File: config.mk
export PLATFORM = sky130hd
export DESIGN_NAME = slot_bitmap_allocator
export DESIGN_NICKNAME = d
export VERILOG_FILES = /design/src/design/sba_pkg.sv /design/src/design/sba_mem.sv /design/src/design/sba_run.sv /design/src/design/slot_bitmap_allocator.sv
export VERILOG_INCLUDE_DIRS = /design/src /design/src/design
export SDC_FILE = /design/constraint.sdc
export NUM_CORES = 1
export LEC_CHECK = 0
export BUFFER_PORTS_ARGS = -buffer_cell sky130_fd_sc_hd__buf_2
export CORE_MARGIN = 5
export CORE_UTILIZATION = 65
export CTS_CLUSTER_SIZE = 12
export DETAILED_ROUTE_END_ITERATION = 8
export GPL_TIMING_DRIVEN = 0
export HOLD_SLACK_MARGIN = 0.02
export PLACE_DENSITY = 0.93
export SYNTH_ARGS = -nofsm -noshare
export SYNTH_HDL_FRONTEND = slang
export SYNTH_SLANG_ARGS = --single-unit
export TNS_END_PERCENT = 20
File: constraint.sdc
create_clock -name clk -period 16.1 [get_ports clk]
set_clock_uncertainty 0.05 [all_clocks]
set_input_delay 0.805 -clock clk [delete_from_list [all_inputs] [get_ports clk]]
set_output_delay 0.805 -clock clk [all_outputs]
set_load 0.05 [all_outputs]
File: src/design/slot_bitmap_allocator_macros.svh
// ----------------------------------------------------------------------------
// Slot bitmap allocator assertion macros
// Shared concurrent assertion forms used by the allocator modules.
// ----------------------------------------------------------------------------
`ifndef SLOT_BITMAP_ALLOCATOR_MACROS_SVH
`define SLOT_BITMAP_ALLOCATOR_MACROS_SVH

// The condition holds at every clock edge outside reset.
`define SBA_ASSERT_ALWAYS(lbl, ck, rn, cond) \
	lbl: assert property (@(posedge ck) disable iff (!rn) (cond)) \
		else $error("%m: assertion failed");

// The antecedent implies the consequent in the same cycle.
`define SBA_ASSERT_IMPLY(lbl, ck, rn, ante, cons) \
	lbl: assert property (@(posedge ck) disable iff (!rn) (ante) |-> (cons)) \
		else $error("%m: assertion failed");

// The antecedent implies the consequent in the next cycle.
`define SBA_ASSERT_NEXT(lbl, ck, rn, ante, cons) \
	lbl: assert property (@(posedge ck) disable iff (!rn) (ante) |=> (cons)) \
		else $error("%m: assertion failed");

`endif

File: src/design/sba_pkg.sv
// ----------------------------------------------------------------------------
// Slot bitmap allocator package
// Shared widths, request kinds, controller states and bit search helpers.
// ----------------------------------------------------------------------------
package sba_pkg;

	localparam int SBA_SLOT_COUNT_DEF = 256;

	localparam int SBA_WORD_BITS  = 32;
	localparam int SBA_BIT_W      = $clog2(SBA_WORD_BITS);
	localparam int SBA_CHUNK_BITS = 8;
	localparam int SBA_CHUNK_W    = $clog2(SBA_CHUNK_BITS);
	localparam int SBA_CHUNKS     = SBA_WORD_BITS / SBA_CHUNK_BITS;
	localparam int SBA_CIDX_W     = $clog2(SBA_CHUNKS);

	localparam int SBA_KIND_W = 2;
	localparam int SBA_TGT_W  = 8;
	localparam int SBA_LEN_W  = 9;
	localparam int SBA_IDX_W  = 8;

	localparam logic [SBA_KIND_W-1:0] KIND_ALLOC_ONE   = 2'd0;
	localparam logic [SBA_KIND_W-1:0] KIND_ALLOC_BLOCK = 2'd1;
	localparam logic [SBA_KIND_W-1:0] KIND_FREE        = 2'd2;

	typedef enum logic [3:0] {
		ST_IDLE,
		ST_A1_RD,
		ST_A1_CHK,
		ST_BK_RD,
		ST_BK_SCAN,
		ST_FL_RD,
		ST_FL_WR,
		ST_FR_RD,
		ST_FR_CHK,
		ST_REJECT
	} sba_state_t;

	// Index of the lowest set bit; zero when no bit is set.
	function automatic logic [SBA_BIT_W-1:0] sba_lsb(input logic [SBA_WORD_BITS-1:0] v);
		logic [SBA_BIT_W-1:0] idx;
		idx = '0;
		for (int i = SBA_WORD_BITS - 1; i >= 0; i--) begin
			if (v[i]) begin
				idx = SBA_BIT_W'(i);
			end
		end
		return idx;
	endfunction

endpackage

File: src/design/sba_mem.sv
// ----------------------------------------------------------------------------
// Slot bitmap memory
// One write port and one registered read port over the bitmap words, with a
// per-word written flag so that words never written read back as all free.
// ----------------------------------------------------------------------------
module sba_mem #(
	parameter int WORDS = 8,
	localparam int ADDR_W = (WORDS > 1) ? $clog2(WORDS) : 1
) (
	input  logic                              clk,
	input  logic                              arst_n,
	input  logic                              rd_en,
	input  logic [ADDR_W-1:0]                 rd_addr,
	output logic [sba_pkg::SBA_WORD_BITS-1:0] rd_data,
	input  logic                              wr_en,
	input  logic [ADDR_W-1:0]                 wr_addr,
	input  logic [sba_pkg::SBA_WORD_BITS-1:0] wr_data
);
	import sba_pkg::*;

	logic [SBA_WORD_BITS-1:0] ram_q [WORDS];
	logic [SBA_WORD_BITS-1:0] rdata_q;
	logic [WORDS-1:0]         valid_q;
	logic                     rvalid_q;

	always_ff @(posedge clk) begin
		if (wr_en) begin
			ram_q[wr_addr] <= wr_data;
		end
	end

	always_ff @(posedge clk) begin
		if (rd_en) begin
			rdata_q <= ram_q[rd_addr];
		end
	end

	always_ff @(posedge clk or negedge arst_n) begin
		if (!arst_n) begin
			valid_q  <= '0;
			rvalid_q <= 1'b0;
		end else begin
			if (wr_en) begin
				valid_q[wr_addr] <= 1'b1;
			end
			if (rd_en) begin
				rvalid_q <= valid_q[rd_addr];
			end
		end
	end

	assign rd_data = rvalid_q ? rdata_q : '0;

`include "slot_bitmap_allocator_macros.svh"

	`SBA_ASSERT_IMPLY(a_no_rw_same_word, clk, arst_n, rd_en && wr_en, rd_addr != wr_addr)
	`SBA_ASSERT_ALWAYS(a_rd_in_range, clk, arst_n, !rd_en || (int'(rd_addr) < WORDS))
	`SBA_ASSERT_ALWAYS(a_wr_in_range, clk, arst_n, !wr_en || (int'(wr_addr) < WORDS))

endmodule

File: src/design/sba_run.sv
// ----------------------------------------------------------------------------
// Slot bitmap run finder
// Tracks the length and start of the current run of free slots while the
// bitmap is scanned from slot 0, one chunk of slots per cycle with step high.
// ----------------------------------------------------------------------------
module sba_run #(
	parameter int SLOT_COUNT = 256,
	localparam int WORDS = (SLOT_COUNT + sba_pkg::SBA_WORD_BITS - 1) / sba_pkg::SBA_WORD_BITS,
	localparam int AW = (WORDS > 1) ? $clog2(WORDS) : 1,
	localparam int XW = AW + sba_pkg::SBA_BIT_W,
	localparam int LW = $clog2(SLOT_COUNT + 1)
) (
	input  logic                               clk,
	input  logic                               arst_n,
	input  logic                               clear,
	input  logic                               step,
	input  logic [sba_pkg::SBA_CHUNK_BITS-1:0] chunk,
	input  logic [sba_pkg::SBA_CHUNK_BITS-1:0] chunk_rng,
	input  logic [XW-1:0]                      base,
	input  logic [LW-1:0]                      want,
	output logic                               found,
	output logic [XW-1:0]                      first
);
	import sba_pkg::*;

	logic [LW-1:0] run_q;
	logic [XW-1:0] first_q;
	logic [LW-1:0] run_v;
	logic [XW-1:0] first_v;
	logic          found_v;

	// A slot counts as free only when its bit is clear and it exists.
	always_comb begin
		run_v   = run_q;
		first_v = first_q;
		found_v = 1'b0;
		for (int i = 0; i < SBA_CHUNK_BITS; i++) begin
			if (!found_v) begin
				if (!chunk[i] && chunk_rng[i]) begin
					if (run_v == '0) begin
						first_v = {base[XW-1:SBA_CHUNK_W], SBA_CHUNK_W'(i)};
					end
					run_v = run_v + 1'b1;
					if (run_v == want) begin
						found_v = 1'b1;
					end
				end else begin
					run_v = '0;
				end
			end
		end
	end

	always_ff @(posedge clk or negedge arst_n) begin
		if (!arst_n) begin
			run_q <= '0;
		end else if (clear) begin
			run_q <= '0;
		end else if (step) begin
			run_q <= run_v;
		end
	end

	always_ff @(posedge clk) begin
		if (step) begin
			first_q <= first_v;
		end
	end

	assign found = step && found_v;
	assign first = first_v;

endmodule

File: src/design/slot_bitmap_allocator.sv
// ----------------------------------------------------------------------------
// Slot bitmap allocator
// Next-fit single slot allocation, first-fit contiguous block allocation and
// slot release over a word-organized used-slot bitmap held in memory.
// ----------------------------------------------------------------------------
// A free checks one bitmap word; a single allocate examines 1 to W + 1 bitmap words
// (W words of 32 slots), and a block allocate scans 8-slot chunks and then fills
// words, or scans the whole bitmap when no run fits. One request is handled at a
// time: busy falls with done, so the next start is taken at the end of the done cycle.
// Reset frees every slot at once through per-word flags; the receiver cannot stall.
// ----------------------------------------------------------------------------
module slot_bitmap_allocator #(
	parameter int SLOT_COUNT = sba_pkg::SBA_SLOT_COUNT_DEF
) (
	input  logic                          clk,
	input  logic                          arst_n,
	input  logic                          start,
	output logic                          busy,
	input  logic [sba_pkg::SBA_KIND_W-1:0] kind,
	input  logic [sba_pkg::SBA_TGT_W-1:0]  target_index,
	input  logic [sba_pkg::SBA_LEN_W-1:0]  block_length,
	output logic                          done,
	output logic [sba_pkg::SBA_IDX_W-1:0]  slot_index,
	output logic                          success
);
	import sba_pkg::*;

	localparam int NW  = (SLOT_COUNT + SBA_WORD_BITS - 1) / SBA_WORD_BITS;
	localparam int AW  = (NW > 1) ? $clog2(NW) : 1;
	localparam int XW  = AW + SBA_BIT_W;
	localparam int LW  = $clog2(SLOT_COUNT + 1);
	localparam int REM = SLOT_COUNT % SBA_WORD_BITS;
	localparam logic [SBA_WORD_BITS-1:0] ONES = {SBA_WORD_BITS{1'b1}};
	localparam logic [SBA_WORD_BITS-1:0] ONE_W = SBA_WORD_BITS'(1);
	localparam logic [SBA_WORD_BITS-1:0] LAST_MASK =
		(REM == 0) ? ONES : SBA_WORD_BITS'((64'd1 << REM) - 64'd1);
	localparam logic [AW-1:0] LAST_WORD = AW'(NW - 1);
	localparam logic [AW:0] PASS_END = (AW + 1)'(NW);
	localparam logic [SBA_CIDX_W-1:0] LAST_CHUNK = SBA_CIDX_W'(SBA_CHUNKS - 1);
	localparam logic [SBA_BIT_W-1:0] TOP_BIT = SBA_BIT_W'(SBA_WORD_BITS - 1);

	sba_state_t state_q, state_d;

	logic [SBA_KIND_W-1:0] kind_q;
	logic [SBA_TGT_W-1:0]  target_q;
	logic [LW-1:0]         want_q;
	logic [XW-1:0]         hint_q;
	logic [AW-1:0]         w_q;
	logic [AW:0]           pass_q;
	logic [SBA_CIDX_W-1:0] cidx_q;
	logic [XW-1:0]         first_q;
	logic                  done_q;
	logic [SBA_IDX_W-1:0]  slot_q;
	logic                  ok_q;

	logic                     rd_en, wr_en;
	logic [AW-1:0]            rd_addr, wr_addr;
	logic [SBA_WORD_BITS-1:0] rd_data, wr_data;

	logic                      run_clear, run_step, run_found;
	logic [XW-1:0]             run_first;
	logic [SBA_CHUNK_BITS-1:0] chunk, chunk_rng;
	logic [XW-1:0]             chunk_base;

	logic                 accept, len_ok, tgt_ok;
	logic [XW-1:0]        tslot_in, tslot_q;
	logic [AW-1:0]        w_next;
	logic                 w_adv, load_fill;
	logic [SBA_WORD_BITS-1:0] word_rng, pass_mask, free_vec, fill_mask, fr_mask;
	logic [SBA_BIT_W-1:0] fbit, lo_bit, hi_bit;
	logic [XW-1:0]        a1_pos, a1_hint, fill_last;
	logic [XW:0]          fill_sum;
	logic [AW-1:0]        fill_fw, fill_lw;
	logic                 fin, fin_ok, hint_set;
	logic [SBA_IDX_W-1:0] fin_slot;
	logic [XW-1:0]        hint_val;

	assign busy   = (state_q != ST_IDLE);
	assign accept = start && !busy;
	assign len_ok = (block_length != '0) && (int'(block_length) <= SLOT_COUNT);
	assign tgt_ok = int'(target_index) < SLOT_COUNT;

	assign tslot_in = XW'(target_index);
	assign tslot_q  = XW'(target_q);
	assign w_next   = (w_q == LAST_WORD) ? '0 : w_q + 1'b1;
	assign word_rng = (w_q == LAST_WORD) ? LAST_MASK : ONES;

	always_comb begin
		if (pass_q == '0) begin
			pass_mask = ONES << hint_q[SBA_BIT_W-1:0];
		end else if (pass_q == PASS_END) begin
			pass_mask = ~(ONES << hint_q[SBA_BIT_W-1:0]);
		end else begin
			pass_mask = ONES;
		end
	end

	assign free_vec = ~rd_data & pass_mask & word_rng;
	assign fbit     = sba_lsb(free_vec);
	assign a1_pos   = {w_q, fbit};
	assign a1_hint  = (int'(a1_pos) == SLOT_COUNT - 1) ? '0 : a1_pos + 1'b1;

	assign chunk      = rd_data[cidx_q*SBA_CHUNK_BITS +: SBA_CHUNK_BITS];
	assign chunk_rng  = word_rng[cidx_q*SBA_CHUNK_BITS +: SBA_CHUNK_BITS];
	assign chunk_base = {w_q, cidx_q, {SBA_CHUNK_W{1'b0}}};

	assign fill_sum  = {1'b0, first_q} + (XW + 1)'(want_q) - 1'b1;
	assign fill_last = fill_sum[XW-1:0];
	assign fill_fw   = first_q[XW-1:SBA_BIT_W];
	assign fill_lw   = fill_last[XW-1:SBA_BIT_W];
	assign lo_bit    = (w_q == fill_fw) ? first_q[SBA_BIT_W-1:0] : '0;
	assign hi_bit    = (w_q == fill_lw) ? fill_last[SBA_BIT_W-1:0] : TOP_BIT;
	assign fill_mask = (ONES << lo_bit) & (ONES >> (TOP_BIT - hi_bit));

	assign fr_mask = ONE_W << tslot_q[SBA_BIT_W-1:0];

	sba_mem #(
		.WORDS(NW)
	) u_mem (
		.clk    (clk),
		.arst_n (arst_n),
		.rd_en  (rd_en),
		.rd_addr(rd_addr),
		.rd_data(rd_data),
		.wr_en  (wr_en),
		.wr_addr(wr_addr),
		.wr_data(wr_data)
	);

	sba_run #(
		.SLOT_COUNT(SLOT_COUNT)
	) u_run (
		.clk      (clk),
		.arst_n   (arst_n),
		.clear    (run_clear),
		.step     (run_step),
		.chunk    (chunk),
		.chunk_rng(chunk_rng),
		.base     (chunk_base),
		.want     (want_q),
		.found    (run_found),
		.first    (run_first)
	);

	always_comb begin
		state_d = state_q;
		case (state_q)
			ST_IDLE: begin
				if (accept) begin
					case (kind)
						KIND_ALLOC_ONE:   state_d = ST_A1_RD;
						KIND_ALLOC_BLOCK: state_d = len_ok ? ST_BK_RD : ST_REJECT;
						KIND_FREE:        state_d = tgt_ok ? ST_FR_RD : ST_REJECT;
						default:          state_d = ST_REJECT;
					endcase
				end
			end
			ST_A1_RD: state_d = ST_A1_CHK;
			ST_A1_CHK: begin
				if ((free_vec != '0) || (pass_q == PASS_END)) begin
					state_d = ST_IDLE;
				end
			end
			ST_BK_RD: state_d = ST_BK_SCAN;
			ST_BK_SCAN: begin
				if (run_found) begin
					state_d = ST_FL_RD;
				end else if ((cidx_q == LAST_CHUNK) && (w_q == LAST_WORD)) begin
					state_d = ST_IDLE;
				end
			end
			ST_FL_RD: state_d = ST_FL_WR;
			ST_FL_WR: begin
				if (w_q == fill_lw) begin
					state_d = ST_IDLE;
				end
			end
			ST_FR_RD:  state_d = ST_FR_CHK;
			ST_FR_CHK: state_d = ST_IDLE;
			ST_REJECT: state_d = ST_IDLE;
			default:   state_d = ST_IDLE;
		endcase
	end

	always_comb begin
		rd_en     = 1'b0;
		rd_addr   = w_q;
		wr_en     = 1'b0;
		wr_addr   = w_q;
		wr_data   = rd_data;
		run_clear = accept;
		run_step  = 1'b0;
		w_adv     = 1'b0;
		load_fill = 1'b0;
		fin       = 1'b0;
		fin_ok    = 1'b0;
		fin_slot  = '0;
		hint_set  = 1'b0;
		hint_val  = a1_hint;
		case (state_q)
			ST_A1_RD: rd_en = 1'b1;
			ST_A1_CHK: begin
				if (free_vec != '0) begin
					wr_en    = 1'b1;
					wr_data  = rd_data | (ONE_W << fbit);
					fin      = 1'b1;
					fin_ok   = 1'b1;
					fin_slot = SBA_IDX_W'(a1_pos);
					hint_set = 1'b1;
				end else if (pass_q == PASS_END) begin
					fin = 1'b1;
				end else begin
					rd_en   = 1'b1;
					rd_addr = w_next;
					w_adv   = 1'b1;
				end
			end
			ST_BK_RD: rd_en = 1'b1;
			ST_BK_SCAN: begin
				run_step = 1'b1;
				if (run_found) begin
					load_fill = 1'b1;
				end else if (cidx_q == LAST_CHUNK) begin
					if (w_q == LAST_WORD) begin
						fin = 1'b1;
					end else begin
						rd_en   = 1'b1;
						rd_addr = w_next;
						w_adv   = 1'b1;
					end
				end
			end
			ST_FL_RD: rd_en = 1'b1;
			ST_FL_WR: begin
				wr_en   = 1'b1;
				wr_data = rd_data | fill_mask;
				if (w_q == fill_lw) begin
					fin      = 1'b1;
					fin_ok   = 1'b1;
					fin_slot = SBA_IDX_W'(first_q);
				end else begin
					rd_en   = 1'b1;
					rd_addr = w_next;
					w_adv   = 1'b1;
				end
			end
			ST_FR_RD: rd_en = 1'b1;
			ST_FR_CHK: begin
				fin      = 1'b1;
				fin_slot = target_q;
				if ((rd_data & fr_mask) != '0) begin
					wr_en    = 1'b1;
					wr_data  = rd_data & ~fr_mask;
					fin_ok   = 1'b1;
					hint_set = 1'b1;
					hint_val = tslot_q;
				end
			end
			ST_REJECT: begin
				fin      = 1'b1;
				fin_slot = (kind_q == KIND_FREE) ? target_q : '0;
			end
			default: begin
			end
		endcase
	end

	always_ff @(posedge clk or negedge arst_n) begin
		if (!arst_n) begin
			state_q <= ST_IDLE;
			hint_q  <= '0;
			w_q     <= '0;
			pass_q  <= '0;
			cidx_q  <= '0;
			done_q  <= 1'b0;
		end else begin
			state_q <= state_d;
			done_q  <= fin;
			if (hint_set) begin
				hint_q <= hint_val;
			end
			if (accept) begin
				pass_q <= '0;
				cidx_q <= '0;
				if (kind == KIND_ALLOC_ONE) begin
					w_q <= hint_q[XW-1:SBA_BIT_W];
				end else if (kind == KIND_FREE) begin
					w_q <= tslot_in[XW-1:SBA_BIT_W];
				end else begin
					w_q <= '0;
				end
			end else begin
				if (load_fill) begin
					w_q <= run_first[XW-1:SBA_BIT_W];
				end else if (w_adv) begin
					w_q    <= w_next;
					pass_q <= pass_q + 1'b1;
				end
				if (run_step) begin
					cidx_q <= cidx_q + 1'b1;
				end
			end
		end
	end

	always_ff @(posedge clk) begin
		if (accept) begin
			kind_q   <= kind;
			target_q <= target_index;
			want_q   <= LW'(block_length);
		end
		if (load_fill) begin
			first_q <= run_first;
		end
		if (fin) begin
			slot_q <= fin_slot;
			ok_q   <= fin_ok;
		end
	end

	assign done       = done_q;
	assign slot_index = slot_q;
	assign success    = ok_q;

`include "slot_bitmap_allocator_macros.svh"

	`SBA_ASSERT_ALWAYS(a_hint_in_range, clk, arst_n, int'(hint_q) < SLOT_COUNT)
	`SBA_ASSERT_NEXT(a_done_single, clk, arst_n, done, !done)
	`SBA_ASSERT_NEXT(a_accept_busy, clk, arst_n, start && !busy, busy && !done)
	`SBA_ASSERT_IMPLY(a_write_finishes_single, clk, arst_n, wr_en && (state_q == ST_A1_CHK), fin && fin_ok)

endmodule

==> results.ini, run 1 <==
[finish]
final_core_util = 0.7165
seqCellArea_um2 = 10970
drive_gt1_frac = 0.1067
finalNetCount = 2558
n_fill_cell = 2734
final_cell_area_um2 = 26860
multi_input_area_um2 = 12600
area_delta_synth_final_pct = 9.492

[synthesis]
avgSynthCellArea_um2 = 10.20
ys_types = 121
synth-seq-area-share = 0.4472
syn_inst = 2405
syn-cell-area_um2 = 24530
yosys_warnings = 0
syn_nets = 2470
ys_ff_latch = 372
synth_enable_flop_cells = 332
synth_top_flop_cell = edfxtp_1
async_flop_share = 0.1075

[run_status]
status = finished clean

[pwr]
ir_worst_vdd_uv = 167.0
p_per_area_nw_per_um2 = 250.8
power.total_mw = 6.738
p_leak_nw = 9.834

[route]
drtAntennaViolNets = 0
drt_iter0_drc = 3041
wl_per_cell_um = 29.01
drt_wl_total_mm = 88.00
drtPass1Iterations = 8
routed_via_density = 7.226
dr_total_vias = 21917
route.detailed.drc = 0

[place]
dpl.hpwl_mm = 63.42
dpl_cell_area_um2 = 25600
port_buffers = 32
place_ws_ps = 1293
gp_congestion = 1.063

[clocking]
cts_hold_buf = 0
numCtsBuffers = 40
path_clk_slew_ps = 60
post_cts_buffers = 0
cts_htree_levels = 2
cts_sinks = 372
clockBufferDepth = 3
cts_tree = done
clock_latency_ps = 590
clockRootBuffer = clkbuf_16
post_cts_resized = 0

[critical_path]
critPathMaxFanout = 10
arrival_ps = 15470
cp_slowest_cell = a2111oi_1
reg2reg_depth = 53
r2r-end = u_mem.rdata_q[2]
startpoint_type = flop
crit_end = u_mem.rdata_q[2]
cp.required_ps = 16370
rr_startpoint = cidx_q[0]
r2r_slack_ps = 900
cpMostUsedCell = inv_1
worstSetupPathType = flop to flop
cp-end-kind = flop
worst_path_largest_cell_delay_ps = 680
startpoint = cidx_q[0]

[floorplan]
start_util = 0.6544
core-area_um2 = 37490
fp.dieH_um = 204.3
dieArea_um2 = 41720
die_x_um = 204.3
num_rows = 71
ios = 33

[timing]
rsz0062_at_grt = no
slew_violations = 0
slew-limit-headroom = 0.009407
period_needed_ps = 15200
worst_pin_slew_ps = 1483
timing.final.ws_setup_ps = 904.5
setup_viol = 0
period_share = 0.9438
final_hold_viol_count = 0
fin_tns_setup_ps = 0
clock.fmax_mhz = 65.81

[hold_path]
min-delay-start = target_index[3]
hp-class = primary input to flop

[global_route]
antenna_found_initial = 2
overflow = 0
grt_pass1_wl_mm = 128.4
grt_pass1_vias = 20995
track_usage = 0.4084
grt_start_max_net_pins = 41

[flow_run]
maxCapViolCount = 0

worst min path at each step:
| stage | endpoint | slack [ps] | depth (start not counted) |
|---|---|---|---|
| floorplan | u_mem.valid_q[2] | 380 | 2 |
| global placement | u_mem.valid_q[2] | 400 | 2 |
| detailed placement | u_mem.valid_q[0] | 410 | 1 |
| CTS | target_q[0] | 340 | 1 |
| global route | target_q[0] | 340 | 1 |
| finish | target_q[3] | 350 | 1 |
synth_stat cells (22+ instances only):
library cell / n / area share
a21oi_1: 110 / 0.022
a31oi_1: 36 / 0.0092
and2_1: 22 / 0.0056
and3_1: 23 / 0.0059
buf_2: 30 / 0.0061
clkbuf_1: 77 / 0.012
dfrtp_1: 40 / 0.041
edfxtp_1: 332 / 0.41
ha_1: 42 / 0.021
inv_1: 96 / 0.015
mux2_2: 44 / 0.020
mux2i_1: 212 / 0.087
nand2_1: 238 / 0.036
nand3_1: 79 / 0.016
nand4_1: 30 / 0.0077
nor2_1: 146 / 0.022
nor3_1: 63 / 0.013
nor4_1: 29 / 0.0074
o21ai_0: 135 / 0.028
o22ai_1: 22 / 0.0056
or3_1: 23 / 0.0059
xnor2_1: 94 / 0.034
xor2_1: 35 / 0.012
logic make-up after synthesis:
| family | after synthesis | synth area share |
|---|---|---|
| and+or+nand+nor | 755 | 0.1533 |
| muxes | 257 | 0.1076 |
| DFF | 372 | 0.4472 |
| buffers and inverters | 233 | 0.04182 |
| xor gates and xnor gates | 135 | 0.05177 |
| AOI/OAI and AO/OA | 610 | 0.1761 |
| adders and majority gates | 43 | 0.02224 |
through the flow:
stage | instances | hold WS [ps]
finish | 3033 | 346.1
floorplan | 2405 | 377.7
detailed placement | 2962 | 410.8
global placement | 2948 | 398.9
global route | 3033 | 344.6
CTS | 3032 | 337.8
registers in the layout (all words and copies together) (netlist names), 9 cells and up:
| register | flops |
|---|---|
| u_mem.ram_q | 256 |
| u_mem.rdata_q | 32 |
| u_run.run_q | 9 |
| want_q | 9 |
report_power, final:
group / total, mW / switching (mW) / internal, mW / leakage (nW)
clock network: 0.905 / 0.394 / 0.511 / 0.594
logic: 4.20 / 2.77 / 1.43 / 5.67
registers: 1.64 / 0.161 / 1.47 / 3.57
total: 6.74 / 3.32 / 3.41 / 9.83
cell usage in the layout, fill, tap and decap left out, drive strengths merged, types with 39 or more instances in the layout:
cell    count
inv        98
dfrtp      40
mux2i     212
a21oi     110
nand3      80
buf       102
clkbuf    135
xnor2      95
edfxtp    332
a31oi      39
nand2     239
nor3       66
nor2      149
o21ai     145
ha         42
mux2       44
area by class of cell:
type                            count  share of cell area
Tap cell                          511             0.02380
Antenna cell                        1          0.00009317
Multi-Input combinational cell   1800              0.4690
Clock inverter                     13            0.006149
Buffer                            134             0.02436
Inverter                           99             0.01384
Clock buffer                       57             0.04076
Timing Repair Buffer               46             0.01351
Sequential cell                   372              0.4084
critical path, delay by kind of cell, from the launching register on:
family / cells / cell delay [ps]
AOI/OAI and AO/OA: 19 / 6170
and+or+nand+nor: 9 / 1980
xor gates and xnor gates: 2 / 670
muxes: 5 / 1650
DFF: 1 / 500
buffers and inverters: 14 / 2880
adders and majority gates: 4 / 970
routing by layer:
metal | share of wire | up-vias | track usage
met5 | 0.000080 | - | 0
met4 | 0.093 | 2 | 0.2893
met3 | 0.10 | 472 | 0.08251
met2 | 0.45 | 1646 | 0.6591
met1 | 0.35 | 10469 | 0.4912
li1 | - | 9328 | -
Note: power is estimated with default switching activity, not from simulation.
==> run 2, diff against run 1 <==
- CORE_MARGIN: 5 -> 3
- RECOVER_POWER: not set -> 25
==> results.ini, run 2 (synthesis results as in run 1) <==
[run_status]
status = complete, but fails checks
failed_checks = max-capacitance violations, max-slew violations

[clocking]
post_cts_resized = 0
numCtsBuffers = 40
cts_tree = done
post_cts_buffers = 0
clock_latency_ps = 580
cts_hold_buf = 0
cts_htree_levels = 2
path_clk_slew_ps = 60
clockBufferDepth = 3
cts_sinks = 372
clockRootBuffer = clkbuf_16

[finish]
largest_register_ff_count = 256
area_delta_synth_final_pct = 8.594
finalNetCount = 2556
drive_gt1_frac = 0.09029
largest-register = u_mem.ram_q
final_common_cell = edfxtp_1
top_regs = u_mem.ram_q (256), u_mem.rdata_q (32)
final_cell_mix = edfxtp_1 (332), nand2_1 (238), mux2i_1 (212)
antenna_cells = 0
fin_cells = 3018
final_core_util = 0.7225
final_cell_area_um2 = 26640

[place]
dp.cells = 2954
port_buffers = 32
dpl.hpwl_mm = 63.08
place_ws_ps = 1320
dpl_cell_area_um2 = 25570
gp_congestion = 1.089

[global_route]
grt_pass1_wl_mm = 132.4
overflow = 0
grt_pass1_vias = 21239
antenna_found_initial = 1
grt_start_max_net_pins = 41
track_usage = 0.4334

[flow_run]
maxCapViolCount = 5

[critical_path]
rr_startpoint = u_mem.rdata_q[0]
cp.required_ps = 16380
cp_slowest_cell = a21boi_0
startpoint_type = flop
r2r_slack_ps = 780
startpoint = u_mem.rdata_q[0]
worst_path_largest_cell_delay_ps = 680
cpMostUsedCell = inv_1
worstSetupPathType = flop to flop
critPathMaxFanout = 10
arrival_ps = 15600
cp-end-kind = flop

[route]
drtAntennaViolNets = 0
route.detailed.drc = 0
drtPass1Iterations = 7
drt_wl_total_mm = 89.64
drt_iter0_drc = 3196
routed_via_density = 7.328
wl_per_cell_um = 29.70
dr_total_vias = 22117

[floorplan]
num_rows = 70
fp.dieH_um = 200.3
ios = 33
core-area_um2 = 36870
start_util = 0.6653
dieArea_um2 = 40110
die_x_um = 200.3

[pwr]
ir_worst_vdd_uv = 163.0
p_per_area_nw_per_um2 = 252.3
p_leak_nw = 9.710
power.total_mw = 6.721

[timing]
setup_viol = 0
rsz0062_at_grt = no
fin_tns_setup_ps = 0
slew-limit-headroom = -0.8025
slew_violations = 149
timing.final.ws_setup_ps = 775.7
final_hold_viol_count = 0
worst_hold_slack_ps = 355.1
clock.fmax_mhz = 65.26
period_share = 0.9518
worst_pin_slew_ps = 2704
period_needed_ps = 15320

[hold_path]
hp-class = primary input to flop
min-delay-start = target_index[3]

[run 2: changes by cell type in the layout (fill, tap and decap cells not counted), moves of 3 or more]
| cell | change |
|---|---|
| nor2_4 | -6 |
| clkinvlp_4 | -3 |
| clkbuf_1 | +27 |
| nor2_1 | +6 |
| buf_12 | -4 |
| clkinv_1 | +3 |
| buf_2 | -24 |
[run 2: routing by layer]
metal | up-vias | part of all wire | GRT usage
met5 | - | 0.00015 | 0
met4 | 2 | 0.084 | 0.2911
met3 | 501 | 0.12 | 0.08922
met2 | 1836 | 0.46 | 0.6967
met1 | 10480 | 0.34 | 0.5314
li1 | 9298 | - | -
[run 2: final timing paths]
kind	end	cells after the start
hold / removal	target_q[3]	1
max in group asynchronous	hint_q[6]	1
min in group asynchronous	cidx_q[1]	1
setup / recovery	u_mem.rdata_q[3]	50
hold reg to reg	u_mem.valid_q[0]	1
setup reg to reg	u_mem.rdata_q[3]	50
[run 2: where the power goes]
part,internal (mW),total (mW),switching [mW]
clock network,0.496,0.889,0.392
logic,1.41,4.19,2.78
registers,1.48,1.64,0.161
total,3.39,6.72,3.33
[run 2: cell type report]
cell class | count | area (um^2)
sequential | 372 | 10970
inverter | 99 | 371.6
buffer | 133 | 650.6
multi-input combinational | 1800 | 12560
timing repair buffer | 45 | 245.2
tap | 504 | 630.6
clock inverter | 14 | 162.7
fill | 2615 | 10230
clock buffer | 51 | 1052
[run 2: worst max-delay path, delay by kind of cell, from the launching register on]
| family | cells | cell delay [ps] |
|---|---|---|
| buffers and inverters | 13 | 2560 |
| xor gates and xnor gates | 1 | 410 |
| and+or+nand+nor | 8 | 2000 |
| AOI/OAI and AO/OA | 19 | 6660 |
| adders and majority gates | 4 | 1030 |
| DFF | 1 | 560 |
| muxes | 5 | 1760 |
